`src/countdown_timer_pause_resume_core_defines.svh`:
```
// ----------------------------------------------------------------------------
// Countdown timer assertion macros
// Concurrent assertion wrappers; they expand to nothing when SYNTHESIS is set.
// ----------------------------------------------------------------------------
`ifndef COUNTDOWN_TIMER_PAUSE_RESUME_CORE_DEFINES_SVH
`define COUNTDOWN_TIMER_PAUSE_RESUME_CORE_DEFINES_SVH

`ifndef SYNTHESIS
// property that must hold at every clock edge out of reset
`define CTPR_ASSERT_ALWAYS(lbl, clk, rstn, prop, msg) \
    lbl: assert property (@(posedge clk) disable iff (!rstn) (prop)) else $error(msg);
// antecedent in one cycle implies consequent in the next
`define CTPR_ASSERT_NEXT(lbl, clk, rstn, ante, cons, msg) \
    lbl: assert property (@(posedge clk) disable iff (!rstn) (ante) |=> (cons)) \
        else $error(msg);
`else
`define CTPR_ASSERT_ALWAYS(lbl, clk, rstn, prop, msg)
`define CTPR_ASSERT_NEXT(lbl, clk, rstn, ante, cons, msg)
`endif

`endif

```
`src/ctpr_pkg.sv`:
```
// ----------------------------------------------------------------------------
// Countdown timer package
// Item types, codes and constants shared by the countdown timer modules.
// ----------------------------------------------------------------------------
`default_nettype none

package ctpr_pkg;

    localparam int MAX_MINUTES = 99;

    localparam int TIME_W    = 23;
    localparam int MINUTES_W = 7;
    localparam int WARN_W    = 16;

    // bit-serial divider geometry
    localparam int DIV_W      = 30;
    localparam int DIVISOR_W  = 23;
    localparam int DIV_CNT_W  = $clog2(DIV_W + 1);

    localparam logic [15:0] MS_PER_MINUTE = 16'd60000;
    localparam logic [DIVISOR_W-1:0] MS_PER_SECOND = DIVISOR_W'(1000);
    localparam logic [WARN_W-1:0] WARN_RESET = 16'd10000;
    localparam logic [MINUTES_W-1:0] PRESET_RESET = 7'd5;

    // 2^19 / 60 rounded up: exact floor(s / 60) for every whole-second count
    // up to 99 minutes
    localparam logic [13:0] RECIP_60 = 14'd8739;
    localparam int RECIP_SHIFT = 19;

    // input modes
    localparam logic [1:0] MODE_ADJUST = 2'd0;
    localparam logic [1:0] MODE_TOGGLE = 2'd1;
    localparam logic [1:0] MODE_TICK   = 2'd2;

    // reported timer states
    localparam logic [1:0] TS_IDLE     = 2'd0;
    localparam logic [1:0] TS_RUNNING  = 2'd1;
    localparam logic [1:0] TS_PAUSED   = 2'd2;
    localparam logic [1:0] TS_FINISHED = 2'd3;

    // register map
    localparam logic REG_WARN_THRESHOLD = 1'b0;

    typedef struct packed {
        logic [1:0]        mode;
        logic signed [7:0] delta_minutes;
    } cmd_item_t;

    typedef struct packed {
        logic [6:0]  shown_minutes;
        logic [5:0]  shown_seconds;
        logic [6:0]  progress_percent;
        logic [1:0]  timer_state;
        logic        warning;
        logic        alarm;
        logic [22:0] time_left_ms;
    } res_item_t;

    typedef enum logic [1:0] {
        CTL_IDLE,
        CTL_DIVIDE,
        CTL_SCALE,
        CTL_SPLIT
    } ctl_state_t;

endpackage

`default_nettype wire

```
`src/ctpr_serial_div.sv`:
```
// ----------------------------------------------------------------------------
// Countdown timer bit-serial divider
// Restoring unsigned divider, one quotient bit per cycle, MSB first.
// ----------------------------------------------------------------------------
`default_nettype none

module ctpr_serial_div
    import ctpr_pkg::*;
(
    input  wire logic                 clk,
    input  wire logic                 rst_n,
    input  wire logic                 start,
    input  wire logic [DIV_W-1:0]     dividend,
    input  wire logic [DIVISOR_W-1:0] divisor,
    output logic                      done,
    output logic [DIV_W-1:0]          quotient
);

    logic [DIV_CNT_W-1:0] cnt_reg, cnt_next;
    logic [DIVISOR_W-1:0] rem_reg, rem_next;
    logic [DIV_W-1:0]     quo_reg, quo_next;
    logic [DIVISOR_W:0]   trial;
    logic                 fits;

    // trial remainder: shift in next dividend bit
    assign trial = {rem_reg, quo_reg[DIV_W-1]};
    assign fits  = (trial >= {1'b0, divisor});

    always_comb
    begin
        cnt_next = cnt_reg;
        rem_next = rem_reg;
        quo_next = quo_reg;
        if (start)
        begin
            cnt_next = DIV_CNT_W'(DIV_W);
            rem_next = '0;
            quo_next = dividend;
        end
        else if (cnt_reg != '0)
        begin
            cnt_next = cnt_reg - 1'b1;
            rem_next = fits ? DIVISOR_W'(trial - {1'b0, divisor}) : trial[DIVISOR_W-1:0];
            quo_next = {quo_reg[DIV_W-2:0], fits};
        end
    end

    always_ff @(posedge clk or negedge rst_n)
    begin
        if (!rst_n)
        begin
            cnt_reg <= '0;
        end
        else
        begin
            cnt_reg <= cnt_next;
        end
    end

    always_ff @(posedge clk)
    begin
        rem_reg <= rem_next;
        quo_reg <= quo_next;
    end

    // last step retires at this edge
    assign done     = (cnt_reg == DIV_CNT_W'(1));
    assign quotient = quo_reg;

endmodule

`default_nettype wire

```
`src/ctpr_cfg_regs.sv`:
```
// ----------------------------------------------------------------------------
// Countdown timer configuration registers
// APB-style register port holding the warning threshold.
// ----------------------------------------------------------------------------
`default_nettype none

module ctpr_cfg_regs
    import ctpr_pkg::*;
(
    input  wire logic              clk,
    input  wire logic              rst_n,
    input  wire logic              psel,
    input  wire logic              penable,
    input  wire logic              pwrite,
    input  wire logic [2:0]        paddr,
    input  wire logic [31:0]       pwdata,
    output logic [31:0]            prdata,
    output logic                   pready,
    output logic [WARN_W-1:0]      warn_threshold
);

    logic [WARN_W-1:0] warn_reg, warn_next;
    logic              wr_en;

    assign pready = 1'b1;
    assign wr_en  = psel & penable & pwrite & pready;

    always_comb
    begin
        warn_next = warn_reg;
        if (wr_en && (paddr[2] == REG_WARN_THRESHOLD))
        begin
            warn_next = pwdata[WARN_W-1:0];
        end
    end

    always_ff @(posedge clk or negedge rst_n)
    begin
        if (!rst_n)
        begin
            warn_reg <= WARN_RESET;
        end
        else
        begin
            warn_reg <= warn_next;
        end
    end

    assign prdata = (paddr[2] == REG_WARN_THRESHOLD) ? {{(32-WARN_W){1'b0}}, warn_reg} : '0;
    assign warn_threshold = warn_reg;

endmodule

`default_nettype wire

```
`src/countdown_timer_pause_resume_core.sv`:
```
// ----------------------------------------------------------------------------
// Countdown timer with pause and resume
// Minute countdown driven by adjust, toggle and millisecond tick items.
// ----------------------------------------------------------------------------
// Each cmd item (adjust, toggle or tick) updates the timer state in the cycle
// it is accepted and yields exactly one res item through the divide, scale
// and split states in that order; split waits for a free result slot. Two
// 30-bit restoring dividers of the same kind run alongside, one forming the
// percentage and one whole seconds. The next cmd item can be taken the cycle
// after the result is loaded, so an item is taken only once the last is
// through. cmd_ready is high only while no item is in flight, but the
// result register decouples the two sides, so the next cmd item is taken
// while a result still waits on res_ready. Warning threshold sits at
// register 0 (byte address 0).
// ----------------------------------------------------------------------------
`default_nettype none

`include "countdown_timer_pause_resume_core_defines.svh"

module countdown_timer_pause_resume_core
    import ctpr_pkg::*;
(
    input  wire logic        clk,
    input  wire logic        rst_n,
    // command channel
    input  wire logic        cmd_valid,
    output logic             cmd_ready,
    input  wire cmd_item_t   cmd,
    // result channel
    output logic             res_valid,
    input  wire logic        res_ready,
    output res_item_t        res,
    // configuration port
    input  wire logic        psel,
    input  wire logic        penable,
    input  wire logic        pwrite,
    input  wire logic [2:0]  paddr,
    input  wire logic [31:0] pwdata,
    output logic [31:0]      prdata,
    output logic             pready
);

    // ------------------------------------------------------------------
    // configuration
    // ------------------------------------------------------------------
    logic [WARN_W-1:0] warn_threshold;

    ctpr_cfg_regs u_cfg (
        .clk            (clk),
        .rst_n          (rst_n),
        .psel           (psel),
        .penable        (penable),
        .pwrite         (pwrite),
        .paddr          (paddr),
        .pwdata         (pwdata),
        .prdata         (prdata),
        .pready         (pready),
        .warn_threshold (warn_threshold)
    );

    // ------------------------------------------------------------------
    // timer state
    // ------------------------------------------------------------------
    logic [MINUTES_W-1:0] preset_reg, preset_next;
    logic [TIME_W-1:0]    time_left_reg, time_left_next;
    logic [TIME_W-1:0]    span_reg, span_next;
    logic                 running_reg, running_next;
    logic                 finished_reg, finished_next;
    logic                 alarm_reg, alarm_next;

    ctl_state_t state_reg, state_next;

    logic cmd_accept;
    logic div_start;
    logic res_load;

    assign cmd_accept = cmd_valid & cmd_ready;

    // adjust: full-precision sum, then clamp to 1..MAX_MINUTES
    logic signed [8:0]    adj_sum;
    logic [TIME_W-1:0]    start_span;
    logic [TIME_W-1:0]    tick_left;

    assign adj_sum    = $signed({2'b00, preset_reg})
                      + $signed({cmd.delta_minutes[7], cmd.delta_minutes});
    assign start_span = {{(TIME_W-MINUTES_W){1'b0}}, preset_reg}
                      * {{(TIME_W-16){1'b0}}, MS_PER_MINUTE};
    assign tick_left  = (time_left_reg != '0) ? time_left_reg - 1'b1 : time_left_reg;

    always_comb
    begin
        preset_next    = preset_reg;
        time_left_next = time_left_reg;
        span_next      = span_reg;
        running_next   = running_reg;
        finished_next  = finished_reg;
        alarm_next     = alarm_reg;
        if (cmd_accept)
        begin
            alarm_next = 1'b0;
            case (cmd.mode)
                MODE_ADJUST:
                begin
                    if (!running_reg)
                    begin
                        finished_next  = 1'b0;
                        time_left_next = '0;
                        if (adj_sum < 9'sd1)
                        begin
                            preset_next = 7'd1;
                        end
                        else if (adj_sum > $signed(9'(MAX_MINUTES)))
                        begin
                            preset_next = MINUTES_W'(MAX_MINUTES);
                        end
                        else
                        begin
                            preset_next = adj_sum[MINUTES_W-1:0];
                        end
                    end
                end
                MODE_TOGGLE:
                begin
                    if (finished_reg)
                    begin
                        // clear a finished timer back to idle
                        finished_next  = 1'b0;
                        time_left_next = '0;
                    end
                    else if (running_reg)
                    begin
                        // pause keeps time left untouched
                        running_next = 1'b0;
                    end
                    else if (time_left_reg == '0)
                    begin
                        // fresh start from the preset
                        time_left_next = start_span;
                        span_next      = start_span;
                        running_next   = (start_span != '0);
                    end
                    else
                    begin
                        running_next = 1'b1;
                    end
                end
                MODE_TICK:
                begin
                    if (running_reg)
                    begin
                        time_left_next = tick_left;
                        if (tick_left == '0)
                        begin
                            running_next  = 1'b0;
                            finished_next = 1'b1;
                            alarm_next    = 1'b1;
                        end
                    end
                end
                default:
                begin
                    // unused mode: state kept but for the alarm, result reports it
                end
            endcase
        end
    end

    always_ff @(posedge clk or negedge rst_n)
    begin
        if (!rst_n)
        begin
            preset_reg    <= PRESET_RESET;
            time_left_reg <= '0;
            span_reg      <= '0;
            running_reg   <= 1'b0;
            finished_reg  <= 1'b0;
            alarm_reg     <= 1'b0;
        end
        else
        begin
            preset_reg    <= preset_next;
            time_left_reg <= time_left_next;
            span_reg      <= span_next;
            running_reg   <= running_next;
            finished_reg  <= finished_next;
            alarm_reg     <= alarm_next;
        end
    end

    // ------------------------------------------------------------------
    // dividers: whole seconds = time_left / 1000, percent = time_left*100 / span
    // both start on the accept edge from the freshly updated time left
    // ------------------------------------------------------------------
    logic [DIV_W-1:0] sec_dividend;
    logic [DIV_W-1:0] pct_dividend;
    logic [DIV_W-1:0] sec_quo;
    logic [DIV_W-1:0] pct_quo;
    logic             sec_done;
    logic             pct_done;

    assign sec_dividend = {{(DIV_W-TIME_W){1'b0}}, time_left_next};
    // x100 as shifts and adds; cannot overflow 30 bits
    assign pct_dividend = (sec_dividend << 6) + (sec_dividend << 5) + (sec_dividend << 2);

    ctpr_serial_div u_sec_div (
        .clk      (clk),
        .rst_n    (rst_n),
        .start    (div_start),
        .dividend (sec_dividend),
        .divisor  (MS_PER_SECOND),
        .done     (sec_done),
        .quotient (sec_quo)
    );

    ctpr_serial_div u_pct_div (
        .clk      (clk),
        .rst_n    (rst_n),
        .start    (div_start),
        .dividend (pct_dividend),
        .divisor  (span_next),
        .done     (pct_done),
        .quotient (pct_quo)
    );

    // ------------------------------------------------------------------
    // minutes by reciprocal of 60, then seconds as the remainder
    // ------------------------------------------------------------------
    logic [27:0] scale_reg, scale_next;
    logic [7:0]  mins_full;
    logic [13:0] whole_secs;
    logic [13:0] mins_x60;
    logic [13:0] secs_full;

    assign whole_secs = sec_quo[13:0];

    always_comb
    begin
        scale_next = scale_reg;
        if (state_reg == CTL_SCALE)
        begin
            scale_next = 28'(whole_secs) * 28'(RECIP_60);
        end
    end

    always_ff @(posedge clk)
    begin
        scale_reg <= scale_next;
    end

    assign mins_full = scale_reg[RECIP_SHIFT+7:RECIP_SHIFT];
    assign mins_x60  = {6'b0, mins_full} * 14'd60;
    assign secs_full = whole_secs - mins_x60;

    // ------------------------------------------------------------------
    // control sequencer
    // ------------------------------------------------------------------
    logic res_valid_reg, res_valid_next;
    logic res_slot_free;

    assign res_slot_free = !res_valid_reg || res_ready;

    always_comb
    begin
        state_next = state_reg;
        case (state_reg)
            CTL_IDLE:
            begin
                if (cmd_accept)
                begin
                    state_next = CTL_DIVIDE;
                end
            end
            CTL_DIVIDE:
            begin
                if (sec_done)
                begin
                    state_next = CTL_SCALE;
                end
            end
            CTL_SCALE:
            begin
                state_next = CTL_SPLIT;
            end
            CTL_SPLIT:
            begin
                if (res_slot_free)
                begin
                    state_next = CTL_IDLE;
                end
            end
            default:
            begin
                state_next = CTL_IDLE;
            end
        endcase
    end

    always_comb
    begin
        cmd_ready = 1'b0;
        res_load  = 1'b0;
        case (state_reg)
            CTL_IDLE:
            begin
                cmd_ready = 1'b1;
            end
            CTL_SPLIT:
            begin
                res_load = res_slot_free;
            end
            default:
            begin
                cmd_ready = 1'b0;
                res_load  = 1'b0;
            end
        endcase
    end

    assign div_start = cmd_accept;

    always_ff @(posedge clk or negedge rst_n)
    begin
        if (!rst_n)
        begin
            state_reg <= CTL_IDLE;
        end
        else
        begin
            state_reg <= state_next;
        end
    end

    // ------------------------------------------------------------------
    // result assembly and output register
    // ------------------------------------------------------------------
    res_item_t res_reg, res_next;
    res_item_t res_item;

    always_comb
    begin
        res_item.warning = running_reg
                         && (time_left_reg < {{(TIME_W-WARN_W){1'b0}}, warn_threshold});
        res_item.alarm   = alarm_reg;
        if (finished_reg)
        begin
            res_item.shown_minutes    = '0;
            res_item.shown_seconds    = '0;
            res_item.progress_percent = '0;
            res_item.timer_state      = TS_FINISHED;
            res_item.time_left_ms     = '0;
        end
        else if (!running_reg && (time_left_reg == '0))
        begin
            res_item.shown_minutes    = preset_reg;
            res_item.shown_seconds    = '0;
            res_item.progress_percent = 7'd100;
            res_item.timer_state      = TS_IDLE;
            res_item.time_left_ms     = time_left_reg;
        end
        else
        begin
            res_item.shown_minutes = mins_full[6:0];
            res_item.shown_seconds = secs_full[5:0];
            // zero span reads as no progress; anything above 100 saturates
            if (span_reg == '0)
            begin
                res_item.progress_percent = '0;
            end
            else if (pct_quo > DIV_W'(100))
            begin
                res_item.progress_percent = 7'd100;
            end
            else
            begin
                res_item.progress_percent = pct_quo[6:0];
            end
            res_item.timer_state  = running_reg ? TS_RUNNING : TS_PAUSED;
            res_item.time_left_ms = time_left_reg;
        end
    end

    always_comb
    begin
        res_next       = res_reg;
        res_valid_next = res_valid_reg;
        if (res_load)
        begin
            res_next       = res_item;
            res_valid_next = 1'b1;
        end
        else if (res_ready)
        begin
            res_valid_next = 1'b0;
        end
    end

    always_ff @(posedge clk or negedge rst_n)
    begin
        if (!rst_n)
        begin
            res_valid_reg <= 1'b0;
        end
        else
        begin
            res_valid_reg <= res_valid_next;
        end
    end

    always_ff @(posedge clk)
    begin
        res_reg <= res_next;
    end

    assign res_valid = res_valid_reg;
    assign res       = res_reg;

    // ------------------------------------------------------------------
    // assertions
    // ------------------------------------------------------------------
    // the two dividers run in lock step
    `CTPR_ASSERT_ALWAYS(a_div_lockstep, clk, rst_n, sec_done == pct_done, "dividers out of step")
    // time left never exceeds the span it was started from
    `CTPR_ASSERT_ALWAYS(a_left_le_span, clk, rst_n, time_left_reg <= span_reg, "left above span")
    // finished and running are exclusive
    `CTPR_ASSERT_ALWAYS(a_fin_not_run, clk, rst_n, !(finished_reg && running_reg), "finished while running")
    // an accepted item drops cmd_ready once it is taken
    `CTPR_ASSERT_NEXT(a_one_in_flight, clk, rst_n, cmd_accept, !cmd_ready, "second item taken in flight")

endmodule

`default_nettype wire

```
`config.mk`:
```
export PLATFORM = sky130hd
export DESIGN_NAME = countdown_timer_pause_resume_core
export DESIGN_NICKNAME = d
export VERILOG_FILES = /design/src/ctpr_pkg.sv /design/src/ctpr_serial_div.sv /design/src/ctpr_cfg_regs.sv /design/src/countdown_timer_pause_resume_core.sv
export VERILOG_INCLUDE_DIRS = /design/src /design/src/src
export SDC_FILE = /design/constraint.sdc
export NUM_CORES = 1
export LEC_CHECK = 0
export BUFFER_PORTS_ARGS = -buffer_cell sky130_fd_sc_hd__buf_2
export CELL_PAD_IN_SITES_DETAIL_PLACEMENT = 0
export CELL_PAD_IN_SITES_GLOBAL_PLACEMENT = 1
export CORE_ASPECT_RATIO = 0.7
export CORE_MARGIN = 5
export CORE_UTILIZATION = 49
export CTS_BUF_LIST = sky130_fd_sc_hd__clkbuf_16
export DETAILED_ROUTE_END_ITERATION = 7
export PLACE_DENSITY_LB_ADDON = 0.2
export SYNTH_ARGS = -nofsm -noshare
export SYNTH_HDL_FRONTEND = slang
export SYNTH_HIERARCHICAL = 1
export SYNTH_SLANG_ARGS = --single-unit
export TNS_END_PERCENT = 50
```
`constraint.sdc`:
```
create_clock -name clk -period 8.4 [get_ports clk]
set_input_delay 1.68 -clock clk [delete_from_list [all_inputs] [get_ports clk]]
set_output_delay 1.68 -clock clk [all_outputs]
set_load 0.1 [all_outputs]
```
Word level (Yosys, flattened, before mapping)
Index checks and enable logic that the tools add are counted.
Widths: inputs -> output; s select.
{"block": "word_totals", "output_inout_bits": 82, "ramBits": 0, "romBits": 0, "latchBits": 0, "word_cells": 138, "inputBits": 52, "mem_count": 0, "reg_bits": 265}
{"block": "op_classes", "n_addsub": 9, "n_reduce_logical": 26, "muxes": 51, "multipliers": 3, "n_lt_le_gt_ge": 6, "n_div": 0, "shift": 0, "bitwise": 5, "n_eq_ne": 13}
{"operator": "$mux 23", "count": 16}
{"operator": "$logic_not 23->1", "count": 3}
{"operator": "$pmux 23 s3", "count": 1}
{"operator": "$mux 30", "count": 2}
{"operator": "$reduce_bool 23->1", "count": 2}
{"operator": "$add 29x28->30", "count": 1}
{"operator": "$add 30x25->30", "count": 1}
{"operator": "$gt 30x7->1 const B", "count": 1}
{"operator": "$mux 7", "count": 4}
{"operator": "$mul 14x14->27 const B", "count": 1}
{"operator": "$ge 24x10->1 const B", "count": 1}
{"operator": "$ge 24x23->1", "count": 1}
{"operator": "$lt 23x16->1", "count": 1}
{"operator": "$sub 23x1->23 const B", "count": 1}
{"operator": "$sub 23x10->23 const B", "count": 1}
{"operator": "$sub 23x23->23", "count": 1}
{"operator": "$mux 22", "count": 1}
{"operator": "$mux 5", "count": 4}
{"operator": "$mul 7x11->18 const B", "count": 1}
{"operator": "$mux 16", "count": 1}
{"operator": "$mux 1", "count": 15}
{"operator": "$ne 2x2->1 const B", "count": 7}
{"operator": "$reduce_bool 5->1", "count": 2}
{"operator": "$sub 5x1->5 const B", "count": 2}
{"operator": "24 further kinds", "count": 42}

Depth between registers and ports, before layout
{"block": "depth", "ltp_word": 9, "depth_mapped": 27, "ltp_nobuf": 27}

Modules after synthesis
Netlist, hierarchy kept.
{"module": "countdown_timer_pause_resume_core", "seq_area_each_um2": 3100.5, "cells_each": 1231, "instances": 1, "area_per_inst_um2": 11444.7}
{"module": "ctpr_serial_div", "seq_area_each_um2": 1486.4, "cells_each": 425, "instances": 2, "area_per_inst_um2": 4192.8}
{"module": "ctpr_cfg_regs", "seq_area_each_um2": 406.6, "cells_each": 70, "instances": 1, "area_per_inst_um2": 905.9}

Least setup slack after synthesis
OpenSTA, ideal clock, no wires.
{"block": "synth_timing", "path_kind": "flip-flop to flip-flop", "from": "register preset_reg[5]", "to": "register u_pct_div.quo_reg[27], in the netlist u_pct_div/quotient[27] (data pin)", "stages_incl_launch_ff": 27, "t_required_ns": 8.140, "n_path_buf": 0, "t_arrival_ns": 6.488, "slack_ns": 1.652, "setup_ns": 0.260, "cell_sequence": "dfrtp_1 > inv_1 > ha_1 > fa_1 > inv_1 > ha_1 > fa_1 > ha_1 > nor3_1 > a211oi_1 > a41o_1 > a21oi_1 > xnor2_1 > a21oi_1 > a2bb2oi_1 > inv_1 > fa_1 > ha_1 > nand4_1 > nor2_1 > o21ai_0 > a221oi_1 > o31ai_1 > a21oi_1 > nor4_1 > a211o_1 > mux2_2"}
{"block": "synth_between", "elab_chain_len": 9}
{"item": "start, declared", "line": "countdown_timer_pause_resume_core.sv:64", "text": "logic [MINUTES_W-1:0] preset_reg, preset_next;"}
{"item": "start signal, assigned", "line": "countdown_timer_pause_resume_core.sv:181", "text": "preset_reg <= preset_next;"}
{"item": "$mul 7x11->18 *", "line": "countdown_timer_pause_resume_core.sv:87", "text": "* {{(TIME_W-16){1'b0}}, MS_PER_MINUTE};"}
{"item": "$mux 23 *", "line": "countdown_timer_pause_resume_core.sv:135", "text": "else if (time_left_reg == '0)"}
{"item": "$mux 23 *", "line": "countdown_timer_pause_resume_core.sv:130", "text": "else if (running_reg)"}
{"item": "$mux 23 *", "line": "countdown_timer_pause_resume_core.sv:124", "text": "if (finished_reg)"}
{"item": "$pmux 23 s3 *", "line": "countdown_timer_pause_resume_core.sv:101", "text": "case (cmd.mode)"}
{"item": "$mux 23 *", "line": "countdown_timer_pause_resume_core.sv:98", "text": "if (cmd_accept)"}
{"item": "net time_left_next[17]", "line": "countdown_timer_pause_resume_core.sv:65", "text": "logic [TIME_W-1:0] time_left_reg, time_left_next;"}
{"item": "$add 29x28->30", "line": "countdown_timer_pause_resume_core.sv:203", "text": "assign pct_dividend = (sec_dividend << 6) + (sec_dividend << 5) + (sec_dividend << 2);"}
{"item": "$add 30x25->30 *", "line": "countdown_timer_pause_resume_core.sv:203"}
{"item": "net pct_dividend[27]", "line": "countdown_timer_pause_resume_core.sv:195", "text": "logic [DIV_W-1:0] pct_dividend;"}
{"item": "$mux 30 *", "line": "ctpr_serial_div.sv:34", "text": "if (start)"}
{"item": "net u_pct_div.quo_next[27]", "line": "ctpr_serial_div.sv:21", "text": "logic [DIV_W-1:0] quo_reg, quo_next;"}
{"item": "end signal, assigned", "line": "ctpr_serial_div.sv:63", "text": "quo_reg <= quo_next;"}
{"item": "end, declared", "line": "ctpr_serial_div.sv:21"}
The timed path passes the listed nets; every way through them passes the cells marked *.
A chain may end at the register's enable or synchronous reset.

Final worst setup path
{"block": "layout_timing", "from": "register preset_reg[4]", "to": "register u_pct_div.quo_reg[27], in the netlist u_pct_div/quotient[27] (data pin)"}
Same word-level chain as after synthesis.

==> flow_metrics.tcl <==
set metrics [dict create \
    status "complete, no violations" \
    area_delta_synth_final_pct 10.1 \
    clkSinkCount 245 \
    gp_congestion 0.940 \
    globalRouteTotalUtil 0.233 \
    hold_violations 0 \
    htreeDepth 1 \
    totalWireLength_um 55000 \
    die_h_um 182 \
    grt.busiest_layer "met1" \
    grt_pass1_wl_um 88500 \
    setup-violations-final 0 \
    num_antenna_cells 0 \
    yosysWarnings 6 \
    critPathKind "reg2reg" \
    rows 63 \
    drt_iter0_drc 1201 \
    first_pass_iters 5 \
    worst-path-max-fanout 9 \
    nFillCells 3814 \
    synth.avg_cell_area_um2 9.64 \
    drc 0 \
    rsz0062_at_grt "no" \
    layout-drive-gt1-share 0.157 \
    avgViaCountPerCell 5.70 \
    core_area_um2 42100 \
    grt-ovfl-total 0 \
    nNetsFinal 2612 \
    finalCritPeriodShare 0.926 \
    min_period_ps 7780 \
    cp-end-kind "flop" \
    clk_latency_ps 570 \
    die_w_um 256 \
    relSlewSlack 0.226 \
    grt_pass1_vias 15800 \
    worst_pin_slew_ps 1160 \
    clkTransAtPathRegs_ps 70 \
    grt_max_degree 68 \
    syn-instance-count 2149 \
    final_cell_mix "inv_1, ha_1, nor2_1" \
    use_met2 0.346 \
    post_cts_resize_count 0 \
    wl_per_cell_um 19.4 \
    fin_skew_ps 15.5 \
    grt_antenna_before_repair 0 \
    slew_viol_final 0 \
    ant_nets 0 \
    dp_hpwl_um 42600 \
    use_met1 0.355 \
    use_met3 0.0506 \
    io_buffers 98 \
    largest_reg_flops 47 \
    cts_tree "built" \
    start_util 0.492 \
    hold_path.class "reg2reg" \
    worstPathRequired_ps 8710 \
    cts-root-buf "clkbuf_16" \
    netlist_area_um2 20700 \
    startpoint_type "flop" \
    num_vias 16200 \
    worstPathArrival_ps 8100 \
    cts_made_buffers 28 \
    clock.fmax_mhz 129 \
    cts_buffer_depth 3 \
    setup_tns_ps 0 \
    hold_buffers 0 \
    postCtsSetupRepairBufs 0 \
    die_area_um2 46600 \
    io-pin-count 134 \
    cap_violations 0 \
]
==> critical path: stages, from the launching register on <==
cell and delay [ps]:
dfrtp_1 660, ha_1 280, inv_1 60, fa_1 480, inv_1 50, ha_1 310
fa_1 470, ha_1 350, nor3_1 90, a211oi_1 490, a21o_1 210, a21oi_1 70
xor2_1 370, nor2_1 150, a211oi_2 450, inv_1 210, fa_1 520, ha_1 450
nand4_1 140, nor2_1 170, o21ai_0 100, a221oi_1 320, o31ai_1 150, a21oi_1 350
nor4_1 80, a211o_1 270, mux2_2 250
==> worst paths after layout <==
| kind | cells after the start | slack, ps | from | to |
|---|---|---|---|---|
| worst max-delay path | 26 | 620 | preset_reg[4] | u_pct_div/quotient[27] |
| worst min-delay path | 0 | 470 | alarm_reg | res[23] |
| worst max register to register | 26 | 620 | preset_reg[4] | u_pct_div/quotient[27] |
| worst min register to register | 0 | 470 | alarm_reg | res[23] |
| max in group asynchronous | 2 | 6210 | rst_n | span_reg[22] |
| min in group asynchronous | 1 | 1080 | rst_n | time_left_reg[15] |
==> metrics by stage <==
step                hold WS [ps]  instances  area (um^2)  setup WS, ps   util
global placement             444       2785        21800           871  0.518
CTS                          474       2837        22800           741  0.542
finish                       475       2837        22800           618  0.542
global route                 486       2837        22800           147  0.542
floorplan                    426       2195        20900          1650      -
detailed placement           447       2785        21800           813  0.518
==> final cells by class <==
cell class	count	area (um^2)	share of cell area
Clock inverter	23	299	0.0131
Sequential cell	245	6480	0.284
Inverter	244	918	0.0402
Clock buffer	29	726	0.0318
Multi-Input combinational cell	1617	13000	0.569
Timing Repair Buffer	127	711	0.0311
Tap cell	552	691	0.0303
==> metal layers <==
layer	routed length [um]	up-vias
li1	-	7887
met1	27400	7757
met2	22700	467
met3	4100	58
met5	0	-
met4	850	0
Power is not shown: default switching activity piles up to over one toggle a cycle in this logic, so the estimate is an artifact.
